## config.mk

```make
export PLATFORM = sky130hd
export DESIGN_NAME = rotate_flip_upscale_blit
export DESIGN_NICKNAME = d
export VERILOG_FILES = /design/src/rtl/rfub_pkg.sv /design/src/rtl/rfub_xform.sv /design/src/rtl/rfub_scale.sv /design/src/rtl/rfub_repl.sv /design/src/rtl/rotate_flip_upscale_blit.sv
export SDC_FILE = /design/constraint.sdc
export NUM_CORES = 2
export LEC_CHECK = 0
export BUFFER_PORTS_ARGS = -buffer_cell sky130_fd_sc_hd__buf_2
export CAP_MARGIN = 20
export CORE_MARGIN = 3
export CORE_UTILIZATION = 25
export CTS_CLUSTER_DIAMETER = 200
export DETAILED_ROUTE_END_ITERATION = 16
export GPL_TIMING_DRIVEN = 1
export PLACE_DENSITY = 0.51
export SKIP_CTS_REPAIR_TIMING = 1
export SYNTH_ARGS = -nofsm -noshare
export SYNTH_HDL_FRONTEND = slang
export SYNTH_SLANG_ARGS = --single-unit
export TNS_END_PERCENT = 100
```

## constraint.sdc

```tcl
create_clock -name clk -period 10.74 [get_ports clk]
set_clock_uncertainty 0.2 [all_clocks]
set_input_delay 1.611 -clock clk [delete_from_list [all_inputs] [get_ports clk]]
set_output_delay 1.611 -clock clk [all_outputs]
set_load 0.05 [all_outputs]
```

## src/rtl/rfub_pkg.sv

```systemverilog
// shared types and constants for the rotate / flip / upscale blitter
`timescale 1ns / 1ps

package rfub_pkg;

  localparam int PHYS_BITS     = 15;
  localparam int COLOR_BITS    = 32;
  localparam int CFG_MAG_BITS  = 4;
  localparam int CFG_ROT_BITS  = 2;
  localparam int CFG_SIZE_BITS = 13;
  localparam int CFG_IDX_BITS  = 2;
  localparam int CFG_DATA_BITS = 13;

  typedef enum logic [CFG_IDX_BITS-1:0] {
    REG_MAGNIFICATION  = 2'd0,
    REG_ROTATION       = 2'd1,
    REG_LOGICAL_WIDTH  = 2'd2,
    REG_LOGICAL_HEIGHT = 2'd3
  } reg_index_t;

  typedef enum logic [CFG_ROT_BITS-1:0] {
    ROT_NONE        = 2'd0,
    ROT_RIGHT       = 2'd1,
    ROT_UPSIDE_DOWN = 2'd2,
    ROT_LEFT        = 2'd3
  } rotation_t;

  // one scaled source pixel, ready for replication
  typedef struct packed {
    logic [PHYS_BITS-1:0]  px;
    logic [PHYS_BITS-1:0]  py;
    logic [PHYS_BITS-1:0]  dl;
    logic [PHYS_BITS-1:0]  dt;
    logic [PHYS_BITS-1:0]  dr;
    logic [PHYS_BITS-1:0]  db;
    logic [COLOR_BITS-1:0] color;
    logic                  end_rect;
    logic                  bad;
  } scaled_t;

endpackage

```

## src/rtl/rfub_xform.sv

```systemverilog
// input register, rectangle walk and rotation / flip of logical coordinates
`timescale 1ns / 1ps

module rfub_xform #(
  parameter int CB = 12
) (
  input  logic                                clk,
  input  logic                                rst,
  input  logic [rfub_pkg::CFG_ROT_BITS-1:0]   rotation,
  input  logic [CB:0]                         w_eff,
  input  logic [CB:0]                         h_eff,
  input  logic                                in_valid,
  output logic                                in_stall,
  input  logic [CB-1:0]                       rect_left,
  input  logic [CB-1:0]                       rect_top,
  input  logic [CB-1:0]                       rect_right,
  input  logic [CB-1:0]                       rect_bottom,
  input  logic [rfub_pkg::COLOR_BITS-1:0]     pixel_color,
  output logic                                x_valid,
  input  logic                                x_ready,
  output logic [CB-1:0]                       x_tx,
  output logic [CB-1:0]                       x_ty,
  output logic [CB-1:0]                       x_x0,
  output logic [CB-1:0]                       x_y0,
  output logic [CB-1:0]                       x_x1,
  output logic [CB-1:0]                       x_y1,
  output logic [rfub_pkg::COLOR_BITS-1:0]     x_color,
  output logic                                x_end_rect,
  output logic                                x_bad
);
  import rfub_pkg::*;

  localparam int SZ_W = CB + 1;

  logic                  iv;
  logic [CB-1:0]         il, it, ir, ib;
  logic [COLOR_BITS-1:0] ic;
  logic [CB-1:0]         src_col, src_row;
  logic [CB-1:0]         src_col_next, src_row_next;

  logic          x_free, take;
  logic          bad, restart, swap_xy, flip_v, flip_h, end_rect;
  logic [SZ_W-1:0] rw, rh, c1, r1;
  logic [CB-1:0] c, r, tx0, ty0, tx1, ty1, tx, ty;
  logic [CB-1:0] ya, yb, xa, xb, x0, y0, x1, y1;

  assign x_free   = !x_valid || x_ready;
  assign take     = iv && x_free;
  assign in_stall = iv && !x_free;

  always_comb begin
    swap_xy = (rotation == ROT_RIGHT) || (rotation == ROT_LEFT);
    flip_v  = (rotation == ROT_RIGHT) || (rotation == ROT_UPSIDE_DOWN);
    flip_h  = (rotation == ROT_UPSIDE_DOWN) || (rotation == ROT_LEFT);

    bad = (il > ir) || (it > ib) || (SZ_W'(ir) >= w_eff) || (SZ_W'(ib) >= h_eff);
    rw  = SZ_W'(ir) - SZ_W'(il) + SZ_W'(1);
    rh  = SZ_W'(ib) - SZ_W'(it) + SZ_W'(1);
    restart = (SZ_W'(src_col) >= rw) || (SZ_W'(src_row) >= rh);
    c   = restart ? '0 : src_col;
    r   = restart ? '0 : src_row;
    c1  = SZ_W'(c) + SZ_W'(1);
    r1  = SZ_W'(r) + SZ_W'(1);
    end_rect = (c1 == rw) && (r1 == rh);

    // pixel position
    tx0 = il + c;
    ty0 = it + r;
    ty1 = flip_v ? CB'(h_eff - SZ_W'(1) - SZ_W'(ty0)) : ty0;
    tx1 = flip_h ? CB'(w_eff - SZ_W'(1) - SZ_W'(tx0)) : tx0;
    tx  = swap_xy ? ty1 : tx1;
    ty  = swap_xy ? tx1 : ty1;

    // rectangle corners
    ya = flip_v ? CB'(h_eff - SZ_W'(1) - SZ_W'(ib)) : it;
    yb = flip_v ? CB'(h_eff - SZ_W'(1) - SZ_W'(it)) : ib;
    xa = flip_h ? CB'(w_eff - SZ_W'(1) - SZ_W'(ir)) : il;
    xb = flip_h ? CB'(w_eff - SZ_W'(1) - SZ_W'(il)) : ir;
    x0 = swap_xy ? ya : xa;
    y0 = swap_xy ? xa : ya;
    x1 = swap_xy ? yb : xb;
    y1 = swap_xy ? xb : yb;

    // walk to the next source pixel
    if (bad) begin
      src_col_next = '0;
      src_row_next = '0;
    end else if (c1 >= rw) begin
      src_col_next = '0;
      src_row_next = (r1 >= rh) ? '0 : CB'(r1);
    end else begin
      src_col_next = CB'(c1);
      src_row_next = r;
    end
  end

  always_ff @(posedge clk) begin
    if (rst) begin
      iv      <= 1'b0;
      x_valid <= 1'b0;
      src_col <= '0;
      src_row <= '0;
    end else begin
      if (!iv || x_free) begin
        iv <= in_valid;
      end
      if (x_free) begin
        x_valid <= iv;
      end
      if (take) begin
        src_col <= src_col_next;
        src_row <= src_row_next;
      end
    end
    if (!iv || x_free) begin
      il <= rect_left;
      it <= rect_top;
      ir <= rect_right;
      ib <= rect_bottom;
      ic <= pixel_color;
    end
    if (x_free) begin
      x_tx       <= tx;
      x_ty       <= ty;
      x_x0       <= x0;
      x_y0       <= y0;
      x_x1       <= x1;
      x_y1       <= y1;
      x_color    <= ic;
      x_end_rect <= end_rect;
      x_bad      <= bad;
    end
  end

endmodule

```

## src/rtl/rfub_scale.sv

```systemverilog
// multiply logical coordinates by the magnification into physical space
`timescale 1ns / 1ps

module rfub_scale #(
  parameter int CB    = 12,
  parameter int MAG_W = 4
) (
  input  logic                            clk,
  input  logic                            rst,
  input  logic [MAG_W-1:0]                mag,
  input  logic                            x_valid,
  output logic                            x_ready,
  input  logic [CB-1:0]                   x_tx,
  input  logic [CB-1:0]                   x_ty,
  input  logic [CB-1:0]                   x_x0,
  input  logic [CB-1:0]                   x_y0,
  input  logic [CB-1:0]                   x_x1,
  input  logic [CB-1:0]                   x_y1,
  input  logic [rfub_pkg::COLOR_BITS-1:0] x_color,
  input  logic                            x_end_rect,
  input  logic                            x_bad,
  output logic                            s_valid,
  input  logic                            s_ready,
  output rfub_pkg::scaled_t               s_word
);
  import rfub_pkg::*;

  localparam int PW = CB + 1 + MAG_W;

  logic [PW-1:0] m, ptx, pty, pl, pt, pr, pb;
  scaled_t       s_next;

  assign x_ready = !s_valid || s_ready;

  always_comb begin
    m   = PW'(mag);
    ptx = PW'(x_tx) * m;
    pty = PW'(x_ty) * m;
    pl  = PW'(x_x0) * m;
    pt  = PW'(x_y0) * m;
    pr  = (PW'(x_x1) + PW'(1)) * m - PW'(1);
    pb  = (PW'(x_y1) + PW'(1)) * m - PW'(1);
    if (x_bad) begin
      s_next     = '0;
      s_next.bad = 1'b1;
    end else begin
      s_next.px       = PHYS_BITS'(ptx);
      s_next.py       = PHYS_BITS'(pty);
      s_next.dl       = PHYS_BITS'(pl);
      s_next.dt       = PHYS_BITS'(pt);
      s_next.dr       = PHYS_BITS'(pr);
      s_next.db       = PHYS_BITS'(pb);
      s_next.color    = x_color;
      s_next.end_rect = x_end_rect;
      s_next.bad      = 1'b0;
    end
  end

  always_ff @(posedge clk) begin
    if (rst) begin
      s_valid <= 1'b0;
    end else if (x_ready) begin
      s_valid <= x_valid;
    end
    if (x_ready) begin
      s_word <= s_next;
    end
  end

endmodule

```

## src/rtl/rfub_repl.sv

```systemverilog
// replica sequencer: magnification squared writes per pixel (one for a bad rectangle) into the output register
`timescale 1ns / 1ps

module rfub_repl #(
  parameter int MAG_W = 4,
  parameter int CNT_W = 3
) (
  input  logic                                clk,
  input  logic                                rst,
  input  logic [MAG_W-1:0]                    mag,
  input  logic                                s_valid,
  output logic                                s_ready,
  input  rfub_pkg::scaled_t                   s_word,
  output logic                                out_valid,
  input  logic                                out_stall,
  output logic [rfub_pkg::PHYS_BITS-1:0]      dest_x,
  output logic [rfub_pkg::PHYS_BITS-1:0]      dest_y,
  output logic [rfub_pkg::COLOR_BITS-1:0]     write_color,
  output logic [rfub_pkg::PHYS_BITS-1:0]      dest_left,
  output logic [rfub_pkg::PHYS_BITS-1:0]      dest_top,
  output logic [rfub_pkg::PHYS_BITS-1:0]      dest_right,
  output logic [rfub_pkg::PHYS_BITS-1:0]      dest_bottom,
  output logic                                last_of_pixel,
  output logic                                last_of_rect,
  output logic                                bad_rect
);
  import rfub_pkg::*;

  logic       cur_valid;
  scaled_t    cur;
  logic [CNT_W-1:0] mx, my;

  logic       o_free, emit, col_last, row_last, last, done;

  assign o_free   = !out_valid || !out_stall;
  assign emit     = cur_valid && o_free;
  assign col_last = (MAG_W'(mx) == mag - MAG_W'(1));
  assign row_last = (MAG_W'(my) == mag - MAG_W'(1));
  assign last     = col_last && row_last;
  assign done     = emit && (cur.bad || last);
  assign s_ready  = !cur_valid || done;

  always_ff @(posedge clk) begin
    if (rst) begin
      cur_valid <= 1'b0;
      out_valid <= 1'b0;
      mx        <= '0;
      my        <= '0;
    end else begin
      if (s_ready) begin
        cur_valid <= s_valid;
        mx        <= '0;
        my        <= '0;
      end else if (emit) begin
        if (col_last) begin
          mx <= '0;
          my <= my + CNT_W'(1);
        end else begin
          mx <= mx + CNT_W'(1);
        end
      end
      if (o_free) begin
        out_valid <= emit;
      end
    end
    if (s_ready) begin
      cur <= s_word;
    end
    if (o_free) begin
      dest_x        <= cur.px + PHYS_BITS'(mx);
      dest_y        <= cur.py + PHYS_BITS'(my);
      write_color   <= cur.color;
      dest_left     <= cur.dl;
      dest_top      <= cur.dt;
      dest_right    <= cur.dr;
      dest_bottom   <= cur.db;
      last_of_pixel <= !cur.bad && last;
      last_of_rect  <= !cur.bad && last && cur.end_rect;
      bad_rect      <= cur.bad;
    end
  end

endmodule

```

## src/rtl/rotate_flip_upscale_blit.sv

```systemverilog
// top level of the rotate / flip / upscale blitter
`timescale 1ns / 1ps

// Each accepted source pixel produces magnification squared physical writes (one for a bad
// rectangle), one per cycle on the output port while out_stall is low; the replica
// sequencer issues a single write per cycle. Input words are taken while earlier pixels are
// still being replicated, through an input register, a transform stage and a scale
// stage in front of the replica sequencer.

module rotate_flip_upscale_blit #(
  parameter int MAX_MAG    = 8,
  parameter int COORD_BITS = 12
) (
  input  logic                                 clk,
  input  logic                                 rst,
  input  logic                                 cfg_valid,
  output logic                                 cfg_ready,
  input  logic [rfub_pkg::CFG_IDX_BITS-1:0]    cfg_index,
  input  logic [rfub_pkg::CFG_DATA_BITS-1:0]   cfg_data,
  input  logic                                 in_valid,
  output logic                                 in_stall,
  input  logic [COORD_BITS-1:0]                rect_left,
  input  logic [COORD_BITS-1:0]                rect_top,
  input  logic [COORD_BITS-1:0]                rect_right,
  input  logic [COORD_BITS-1:0]                rect_bottom,
  input  logic [rfub_pkg::COLOR_BITS-1:0]      pixel_color,
  output logic                                 out_valid,
  input  logic                                 out_stall,
  output logic [rfub_pkg::PHYS_BITS-1:0]       dest_x,
  output logic [rfub_pkg::PHYS_BITS-1:0]       dest_y,
  output logic [rfub_pkg::COLOR_BITS-1:0]      write_color,
  output logic [rfub_pkg::PHYS_BITS-1:0]       dest_left,
  output logic [rfub_pkg::PHYS_BITS-1:0]       dest_top,
  output logic [rfub_pkg::PHYS_BITS-1:0]       dest_right,
  output logic [rfub_pkg::PHYS_BITS-1:0]       dest_bottom,
  output logic                                 last_of_pixel,
  output logic                                 last_of_rect,
  output logic                                 bad_rect
);
  import rfub_pkg::*;

  localparam int MAG_W = $clog2(MAX_MAG + 1);
  localparam int CNT_W = (MAX_MAG > 1) ? $clog2(MAX_MAG) : 1;
  localparam int SZ_W  = COORD_BITS + 1;
  localparam int CMP_W = (SZ_W > CFG_SIZE_BITS) ? SZ_W : CFG_SIZE_BITS;

  logic [CFG_MAG_BITS-1:0]  magnification;
  logic [CFG_ROT_BITS-1:0]  rotation;
  logic [CFG_SIZE_BITS-1:0] logical_width;
  logic [CFG_SIZE_BITS-1:0] logical_height;

  logic [MAG_W-1:0] mag_eff;
  logic [CMP_W-1:0] lw_ext, lh_ext, size_lim;
  logic [SZ_W-1:0]  w_eff, h_eff;

  logic                  x_valid, x_ready, x_end_rect, x_bad;
  logic [COORD_BITS-1:0] x_tx, x_ty, x_x0, x_y0, x_x1, x_y1;
  logic [COLOR_BITS-1:0] x_color;
  logic                  s_valid, s_ready;
  scaled_t               s_word;

  assign cfg_ready = 1'b1;

  always_ff @(posedge clk) begin
    if (rst) begin
      magnification  <= CFG_MAG_BITS'(1);
      rotation       <= ROT_NONE;
      logical_width  <= CFG_SIZE_BITS'(320);
      logical_height <= CFG_SIZE_BITS'(240);
    end else if (cfg_valid && cfg_ready) begin
      case (cfg_index)
        REG_MAGNIFICATION:  magnification  <= cfg_data[CFG_MAG_BITS-1:0];
        REG_ROTATION:       rotation       <= cfg_data[CFG_ROT_BITS-1:0];
        REG_LOGICAL_WIDTH:  logical_width  <= cfg_data[CFG_SIZE_BITS-1:0];
        REG_LOGICAL_HEIGHT: logical_height <= cfg_data[CFG_SIZE_BITS-1:0];
        default: ;
      endcase
    end
  end

  // saturate magnification and logical size
  always_comb begin
    if (magnification == '0) begin
      mag_eff = MAG_W'(1);
    end else if (magnification > CFG_MAG_BITS'(MAX_MAG)) begin
      mag_eff = MAG_W'(MAX_MAG);
    end else begin
      mag_eff = MAG_W'(magnification);
    end
    lw_ext   = CMP_W'(logical_width);
    lh_ext   = CMP_W'(logical_height);
    size_lim = CMP_W'(1) << COORD_BITS;
    w_eff    = SZ_W'((lw_ext > size_lim) ? size_lim : lw_ext);
    h_eff    = SZ_W'((lh_ext > size_lim) ? size_lim : lh_ext);
  end

  rfub_xform #(
    .CB (COORD_BITS)
  ) u_xform (
    .clk         (clk),
    .rst         (rst),
    .rotation    (rotation),
    .w_eff       (w_eff),
    .h_eff       (h_eff),
    .in_valid    (in_valid),
    .in_stall    (in_stall),
    .rect_left   (rect_left),
    .rect_top    (rect_top),
    .rect_right  (rect_right),
    .rect_bottom (rect_bottom),
    .pixel_color (pixel_color),
    .x_valid     (x_valid),
    .x_ready     (x_ready),
    .x_tx        (x_tx),
    .x_ty        (x_ty),
    .x_x0        (x_x0),
    .x_y0        (x_y0),
    .x_x1        (x_x1),
    .x_y1        (x_y1),
    .x_color     (x_color),
    .x_end_rect  (x_end_rect),
    .x_bad       (x_bad)
  );

  rfub_scale #(
    .CB    (COORD_BITS),
    .MAG_W (MAG_W)
  ) u_scale (
    .clk        (clk),
    .rst        (rst),
    .mag        (mag_eff),
    .x_valid    (x_valid),
    .x_ready    (x_ready),
    .x_tx       (x_tx),
    .x_ty       (x_ty),
    .x_x0       (x_x0),
    .x_y0       (x_y0),
    .x_x1       (x_x1),
    .x_y1       (x_y1),
    .x_color    (x_color),
    .x_end_rect (x_end_rect),
    .x_bad      (x_bad),
    .s_valid    (s_valid),
    .s_ready    (s_ready),
    .s_word     (s_word)
  );

  rfub_repl #(
    .MAG_W (MAG_W),
    .CNT_W (CNT_W)
  ) u_repl (
    .clk           (clk),
    .rst           (rst),
    .mag           (mag_eff),
    .s_valid       (s_valid),
    .s_ready       (s_ready),
    .s_word        (s_word),
    .out_valid     (out_valid),
    .out_stall     (out_stall),
    .dest_x        (dest_x),
    .dest_y        (dest_y),
    .write_color   (write_color),
    .dest_left     (dest_left),
    .dest_top      (dest_top),
    .dest_right    (dest_right),
    .dest_bottom   (dest_bottom),
    .last_of_pixel (last_of_pixel),
    .last_of_rect  (last_of_rect),
    .bad_rect      (bad_rect)
  );

  // a bad rectangle word carries nothing but its flag
  a_bad_empty: assert property (@(posedge clk) disable iff (rst)
    out_valid && bad_rect |-> !last_of_pixel && !last_of_rect && dest_x == '0 &&
      dest_y == '0 && write_color == '0 && dest_right == '0)
    else $error("bad rectangle word carries data");

  a_rect_end: assert property (@(posedge clk) disable iff (rst)
    out_valid && last_of_rect |-> last_of_pixel)
    else $error("end of rectangle without end of pixel");

  a_unit_scale: assert property (@(posedge clk) disable iff (rst)
    out_valid && !bad_rect && mag_eff == MAG_W'(1) |-> last_of_pixel)
    else $error("unit scale word not marked last of pixel");

  a_reset_quiet: assert property (@(posedge clk) disable iff (rst)
    $past(rst) |-> !out_valid)
    else $error("output valid right after reset");

endmodule
```

After elaboration in Yosys (flattened, before gate mapping):

Index checks and enable logic that the tools add are counted.

* register bits after elaboration: 626
* input bits: 100
* logic and storage cells: 169

* multiplexer cells: 25
* multipliers: 6
* eq/ne operators: 10
* add/subtract/negate cells: 25
* reduce and logical (&&, ||, !) cells: 37
* $lt $le $gt $ge: 11

Operator list (count)
* $mux 12: 19
* $sub 12x12->12: 6
* $mul 12x4->15: 4
* $add 12x1->13 const B: 4
* $ge 12x13->1: 4
* $mul 17x4->15: 2
* $add 15x3->15: 2
* $sub 15x1->15 const B: 2
* $add 13x1->13 const B: 2
* $eq 13x13->1: 2
* $ge 13x13->1: 2
* $gt 13x13->1 const B: 2
* $mux 13: 2
* $sub 12x12->13: 2
* $add 12x12->12: 2
* $gt 12x12->1: 2
* $sub 12x1->12 const B: 2
* $logic_or 1x1->1: 13
* $reduce_and 2->1: 5
* $eq 2x2->1 const B: 4
* $eq 3x4->1: 2
* $logic_and 1x1->1: 8
* $logic_not 1->1: 8
* $mux 4: 2
* 9 further kinds: 11

Logic depth before layout (Yosys ltp):

* depth in word-level cells: 13
* depth in mapped cells: 44
* depth with buffers taken out: 43

Modules after synthesis:

A second synthesis with hierarchy kept.

* cell total of the unflattened synthesis: 3657
* area total of the unflattened synthesis: 39949.6 um2

Modules (own cells, without submodules)
* rfub_xform: area an instance 16278.1 um2, instances 1, cells each 1666
* rfub_scale: area an instance 13494.2 um2, instances 1, cells each 1435
* rfub_repl: area an instance 8650.8 um2, instances 1, cells each 393
* rotate_flip_upscale_blit: area an instance 1526.5 um2, instances 1, cells each 163

Worst setup path after synthesis:

Ideal clock, no wire load.

* path type: input to output
* from: input out_stall
* to: output in_stall
* stages: 8
* data arrival time: 9.259 ns
* slack: -0.330 ns
* buffers on the path: 0
* data required time: 8.929 ns
* cells stage by stage: and2_1 inv_1 a21boi_0 o41a_1 nand2_2 nor2_1 nand2_1 inv_1

* cells in the longest elaborated chain, start to end: 9

RTL lines
* start: declaration: RTL line rotate_flip_upscale_blit.sv:28 `input logic out_stall,`
* $logic_not 1->1: RTL line rfub_repl.sv:35 `assign o_free = !out_valid || !out_stall;`
* $logic_or 1x1->1: RTL line rfub_repl.sv:35
* $logic_and 1x1->1: RTL line rfub_repl.sv:36 `assign emit = cur_valid && o_free;`
* $logic_and 1x1->1: RTL line rfub_repl.sv:40 `assign done = emit && (cur.bad || last);`
* $logic_or 1x1->1: RTL line rfub_repl.sv:41 `assign s_ready = !cur_valid || done;`
* $logic_or 1x1->1: RTL line rfub_scale.sv:33 `assign x_ready = !s_valid || s_ready;`
* net u_scale.x_ready: RTL line rfub_scale.sv:12 `output logic x_ready,`
* $logic_or 1x1->1: RTL line rfub_xform.sv:47 `assign x_free = !x_valid || x_ready;`
* $logic_not 1->1: RTL line rfub_xform.sv:49 `assign in_stall = iv && !x_free;`
* $logic_and 1x1->1: RTL line rfub_xform.sv:49
* end: declaration: RTL line rotate_flip_upscale_blit.sv:21 `output logic in_stall,`

The timed path passes the listed nets, and every way through them passes these cells.

Worst setup path after layout:

* from: register u_xform.ir[1]
* to: register u_xform.x_tx[11], data pin

* cells in the longest elaborated chain, start to end: 9
* elaborated cells between the ends (all ways): 13
* those cells by class: add/sub: 6; order compare: 1; mux: 5; reduce/logical: 1

RTL lines
* start: declaration: RTL line rfub_xform.sv:36 `logic [CB-1:0] il, it, ir, ib;`
* start signal: assignment: RTL line rfub_xform.sv:118 `ir <= rect_right;`
* $sub 12x12->13 *: RTL line rfub_xform.sv:57 `rw = SZ_W'(ir) - SZ_W'(il) + SZ_W'(1);`
* $add 13x1->13 *: RTL line rfub_xform.sv:57
* $ge 12x13->1 *: RTL line rfub_xform.sv:59 `restart = (SZ_W'(src_col) >= rw) || (SZ_W'(src_row) >= rh);`
* $logic_or 1x1->1 *: RTL line rfub_xform.sv:59
* $mux 12 (on tied branches): RTL line rfub_xform.sv:60, rfub_xform.sv:61
* $add 12x12->12 (on tied branches): RTL line rfub_xform.sv:67, rfub_xform.sv:68
* $sub 12x12->12 (on tied branches): RTL line rfub_xform.sv:70, rfub_xform.sv:69
* $mux 12 (on tied branches): RTL line rfub_xform.sv:70, rfub_xform.sv:69
* $mux 12 *: RTL line rfub_xform.sv:71 `tx = swap_xy ? ty1 : tx1;`
* net u_xform.tx[11]: RTL line rfub_xform.sv:44 `logic [CB-1:0] c, r, tx0, ty0, tx1, ty1, tx, ty;`
* end signal: assignment: RTL line rfub_xform.sv:123 `x_tx <= tx;`
* end: declaration: RTL line rfub_xform.sv:21 `output logic [CB-1:0] x_tx,`

The timed path passes the listed nets; every way through them passes the cells marked *.
A chain may end at the register's enable or synchronous reset.

==> out/metrics.yaml <==
status:
  outcome: "finished clean"
grt:
  first_global_vias: 25400
  globalRouteTotalUtil: 0.130
  grt_antenna_before_repair: 3
  grt_first_pass_wirelength_mm: 156
  grt_overflow_total: 0
  grt_start_max_net_pins: 74
setup_path:
  critical_path.max_stage_delay_ns: 0.78
  crit-reg2reg-launch: "u_xform.ir[1]$_DFFE_PN_"
  crit_type: "reg -> reg"
  crit_arrival_ns: 9.38
  cp_max_fo: 9
  reg2reg_depth: 42
  start_kind: "flop"
  worstSetupStartpoint: "u_xform.ir[1]$_DFFE_PN_"
  cp_max_delay_cell: "sky130_fd_sc_hd__a2111oi_0"
  cp.buffers_inverters: 4
  worst_path_dominant_cell_family: "compound AO/OA/AOI/OAI gates"
  rrSetupSlack_ns: 1.56
  cp-end-kind: "flop"
  critical_path.reg2reg.endpoint: "u_xform.x_tx[11]$_DFFE_PP_"
  critPathRequiredTime_ns: 10.94
floorplan:
  initial_core_util: 0.253
  die-area_sq_mm: 0.159
  io-pin-count: 228
  placeableCoreArea_sq_mm: 0.153
  die-height_microns: 399
  rows: 143
  chipWidth_microns: 399
detailed_routing:
  antenna_left: 0
  postRouteWirelength_mm: 104
  routed_wire_length_per_instance_microns: 17.8
  detail_route.iter0.violations: 1462
  firstDrtPassIters: 7
  routed-via-count: 25700
  viasPerCell: 4.40
  route.detailed.drc: 0
sta:
  finalCritPeriodShare: 0.855
  max_slew.worst_pin.slew_ns: 1.03
  finalSetupViolCount: 0
  report.final.hold_viol_count: 0
  timing.final.ws_setup_ns: 1.56
  max_clock_freq_mhz: 109
  final.setup.tns_ns: 0
  period_minus_slack_ns: 9.18
  unrepaired_setup_endpoints_after_global_routing: "no"
  timing_max_transition_violations_final: 0
  worst_slew_margin_rel: 0.306
clock_tree:
  clk-insertion-delay-late_ns: 0.69
  cts_h_tree_depth: 3
  clock_tree.root_cell: "sky130_fd_sc_hd__clkbuf_16"
  cts_sinks: 626
  number_of_buffers_created_by_cts: 76
  cts_tree: "yes"
  clockBufferDepth: 3
  clk_pin_slew_worst_paths_ns: 0.06
final_layout:
  layout-area-overhead-vs-synth_pct: 15.7
  num-nets-final: 4353
  final_core_utilization: 0.292
  drive_above_1_share: 0.106
  layout.cells.non_filler: 5837
placed_design:
  total_placed_cells_including_tap_cells: 5699
  gpl.final_weighted_congestion: 0.865
  place_worst_setup_slack_ns: 1.74
  dp_hpwl_mm: 81.4
  io_buffers: 226
worst_hold_path:
  hold_path_class: "reg -> reg"
  hold-path-endpoint: "u_repl.cur[25]$_DFFE_PP_"
  hold_path_startpoint: "u_scale.s_word[25]$_SDFFCE_PP0P_"
  hold_path_depth: 0
power:
  total_power_mw: 6.82
  peakVddDrop_v: 0.000100
  power.density_mw_per_mm2: 153
  p_leak_nw: 19.5
synth:
  syn_area_per_cell_sq_um: 11.0
  sequential_area_share_after_synthesis: 0.470
  synth_ff_type: "sky130_fd_sc_hd__edfxtp_1"
  netlist_area_sq_mm: 0.0386
  syn_nets: 4115
  synthDistinctLibCells: 82
  number_of_flops_mapped_to_enable_cells_by_yosys: 559
  postSynthCellCount: 3509
  synth.ff_latch_count: 626
  synthArstFlopShare: 0
  number_of_warning_messages_in_the_yosys_log: 0
flow_run:
  maxCapViolations: 0
-- per-stage QoR --
stage,instance area [sq um],hold WS [ns]
2_1_floorplan,38600,0.200
3_3_place_gp,42100,0.201
3_5_place_dp,42100,0.205
4_1_cts,44600,0.186
5_1_grt,44600,0.196
6_report,44600,0.192
-- sequential cells by signal, indices dropped and copies added (netlist names), 13 cells and up --
| name | flops |
|---|---|
| u_xform.x_color | 32 |
| u_repl.write_color | 32 |
| u_repl.dest_right | 15 |
| u_repl.dest_left | 15 |
| u_repl.cur | 124 |
| u_repl.dest_top | 15 |
| u_scale.s_word | 124 |
| logical_width | 13 |
| u_xform.ic | 32 |
| u_repl.dest_y | 15 |
| u_repl.dest_bottom | 15 |
| lh_ext | 13 |
| u_repl.dest_x | 15 |
-- how the worst max path moves through the flow --
stage          slack [ns]  cells after the start                    endpoint
6_report             1.56                     42  u_xform.x_tx[11]$_DFFE_PP_
5_1_grt              0.99                     42  u_xform.x_tx[11]$_DFFE_PP_
4_1_cts              1.67                     42  u_xform.x_tx[11]$_DFFE_PP_
3_5_place_dp         1.74                     42  u_xform.x_tx[11]$_DFFE_PP_
3_3_place_gp         1.84                     42  u_xform.x_tx[11]$_DFFE_PP_
2_1_floorplan        0.63                      8                    in_stall
-- final cells by class --
cell class | count | area (sq um)
well taps | 2030 | 2540
inverters | 295 | 1120
flip-flops and latches | 626 | 18100
clock inverters | 37 | 408
multi-input cells | 2497 | 19000
clock buffers | 98 | 2090
diodes | 3 | 7.51
repair buffers | 251 | 1320
fillers | 15700 | 108000
-- synthesized netlist by cell type, types with 18 or more instances --
cell | count | area share
sky130_fd_sc_hd__a21o_1 | 45 | 0.0088
sky130_fd_sc_hd__a21oi_1 | 160 | 0.021
sky130_fd_sc_hd__a22o_1 | 21 | 0.0048
sky130_fd_sc_hd__and2_1 | 103 | 0.017
sky130_fd_sc_hd__and3_1 | 20 | 0.0032
sky130_fd_sc_hd__clkbuf_1 | 80 | 0.0078
sky130_fd_sc_hd__dfxtp_1 | 67 | 0.035
sky130_fd_sc_hd__edfxtp_1 | 559 | 0.44
sky130_fd_sc_hd__fa_1 | 140 | 0.073
sky130_fd_sc_hd__ha_1 | 366 | 0.12
sky130_fd_sc_hd__inv_1 | 291 | 0.028
sky130_fd_sc_hd__mux2i_1 | 59 | 0.015
sky130_fd_sc_hd__nand2_1 | 406 | 0.040
sky130_fd_sc_hd__nand2b_1 | 40 | 0.0065
sky130_fd_sc_hd__nand3_1 | 47 | 0.0061
sky130_fd_sc_hd__nand4_1 | 26 | 0.0042
sky130_fd_sc_hd__nor2_1 | 321 | 0.031
sky130_fd_sc_hd__nor2b_1 | 76 | 0.012
sky130_fd_sc_hd__nor3_1 | 43 | 0.0056
sky130_fd_sc_hd__o21a_1 | 18 | 0.0035
sky130_fd_sc_hd__o21ai_0 | 119 | 0.015
sky130_fd_sc_hd__o21bai_1 | 38 | 0.0074
sky130_fd_sc_hd__o41ai_1 | 18 | 0.0041
sky130_fd_sc_hd__xnor2_1 | 171 | 0.039
sky130_fd_sc_hd__xor2_1 | 96 | 0.022
-- routing by layer --
metal  global-route usage  wire (microns)  vias up
met4               0.0408            2810        0
met2                0.206           47100      545
met1                0.179           49000    12400
met5                    0               0        -
li1                     -               -    12700
met3               0.0218            5140      125
-- where the power goes --
| part | switching (mW) | leakage [nW] | internal (mW) |
|---|---|---|---|
| clock | 1.08 | 1.21 | 1.47 |
| combinational | 0.843 | 11.2 | 0.546 |
| sequential | 0.101 | 7.07 | 2.79 |
-- cell families after synthesis --
family	after synthesis	synth area share
simple gates	1140	0.136
flops	626	0.470
xor+xnor	270	0.0621
compound gates	512	0.0842
mux	67	0.0176
other cells	1	0.0000972
fa+ha+maj	507	0.192
buf+inv	386	0.0381
-- cells in the final DEF (no fill, tap or decap), types with 9 or more instances in the layout --
master,n
sky130_fd_sc_hd__edfxtp_1,559
sky130_fd_sc_hd__nand2_1,405
sky130_fd_sc_hd__ha_1,366
sky130_fd_sc_hd__nor2_1,320
sky130_fd_sc_hd__inv_1,289
sky130_fd_sc_hd__buf_2,226
sky130_fd_sc_hd__xnor2_1,171
sky130_fd_sc_hd__a21oi_1,160
sky130_fd_sc_hd__fa_1,140
sky130_fd_sc_hd__o21ai_0,119
sky130_fd_sc_hd__and2_1,103
sky130_fd_sc_hd__xor2_1,96
sky130_fd_sc_hd__clkbuf_16,79
sky130_fd_sc_hd__nor2b_1,74
sky130_fd_sc_hd__dfxtp_1,66
sky130_fd_sc_hd__mux2i_1,59
sky130_fd_sc_hd__nand3_1,47
sky130_fd_sc_hd__a21o_1,45
sky130_fd_sc_hd__nor3_1,43
sky130_fd_sc_hd__nand2b_1,40
sky130_fd_sc_hd__o21bai_1,38
sky130_fd_sc_hd__nand4_1,26
sky130_fd_sc_hd__buf_4,25
sky130_fd_sc_hd__a22o_1,21
sky130_fd_sc_hd__and3_1,20
sky130_fd_sc_hd__o41ai_1,18
sky130_fd_sc_hd__o21a_1,18
sky130_fd_sc_hd__clkbuf_1,15
sky130_fd_sc_hd__a211oi_1,12
sky130_fd_sc_hd__nand3b_1,12
sky130_fd_sc_hd__or3_1,11
sky130_fd_sc_hd__clkinv_2,11
sky130_fd_sc_hd__o31ai_1,10
sky130_fd_sc_hd__a31oi_1,9
(Power assumes the default switching activity.)
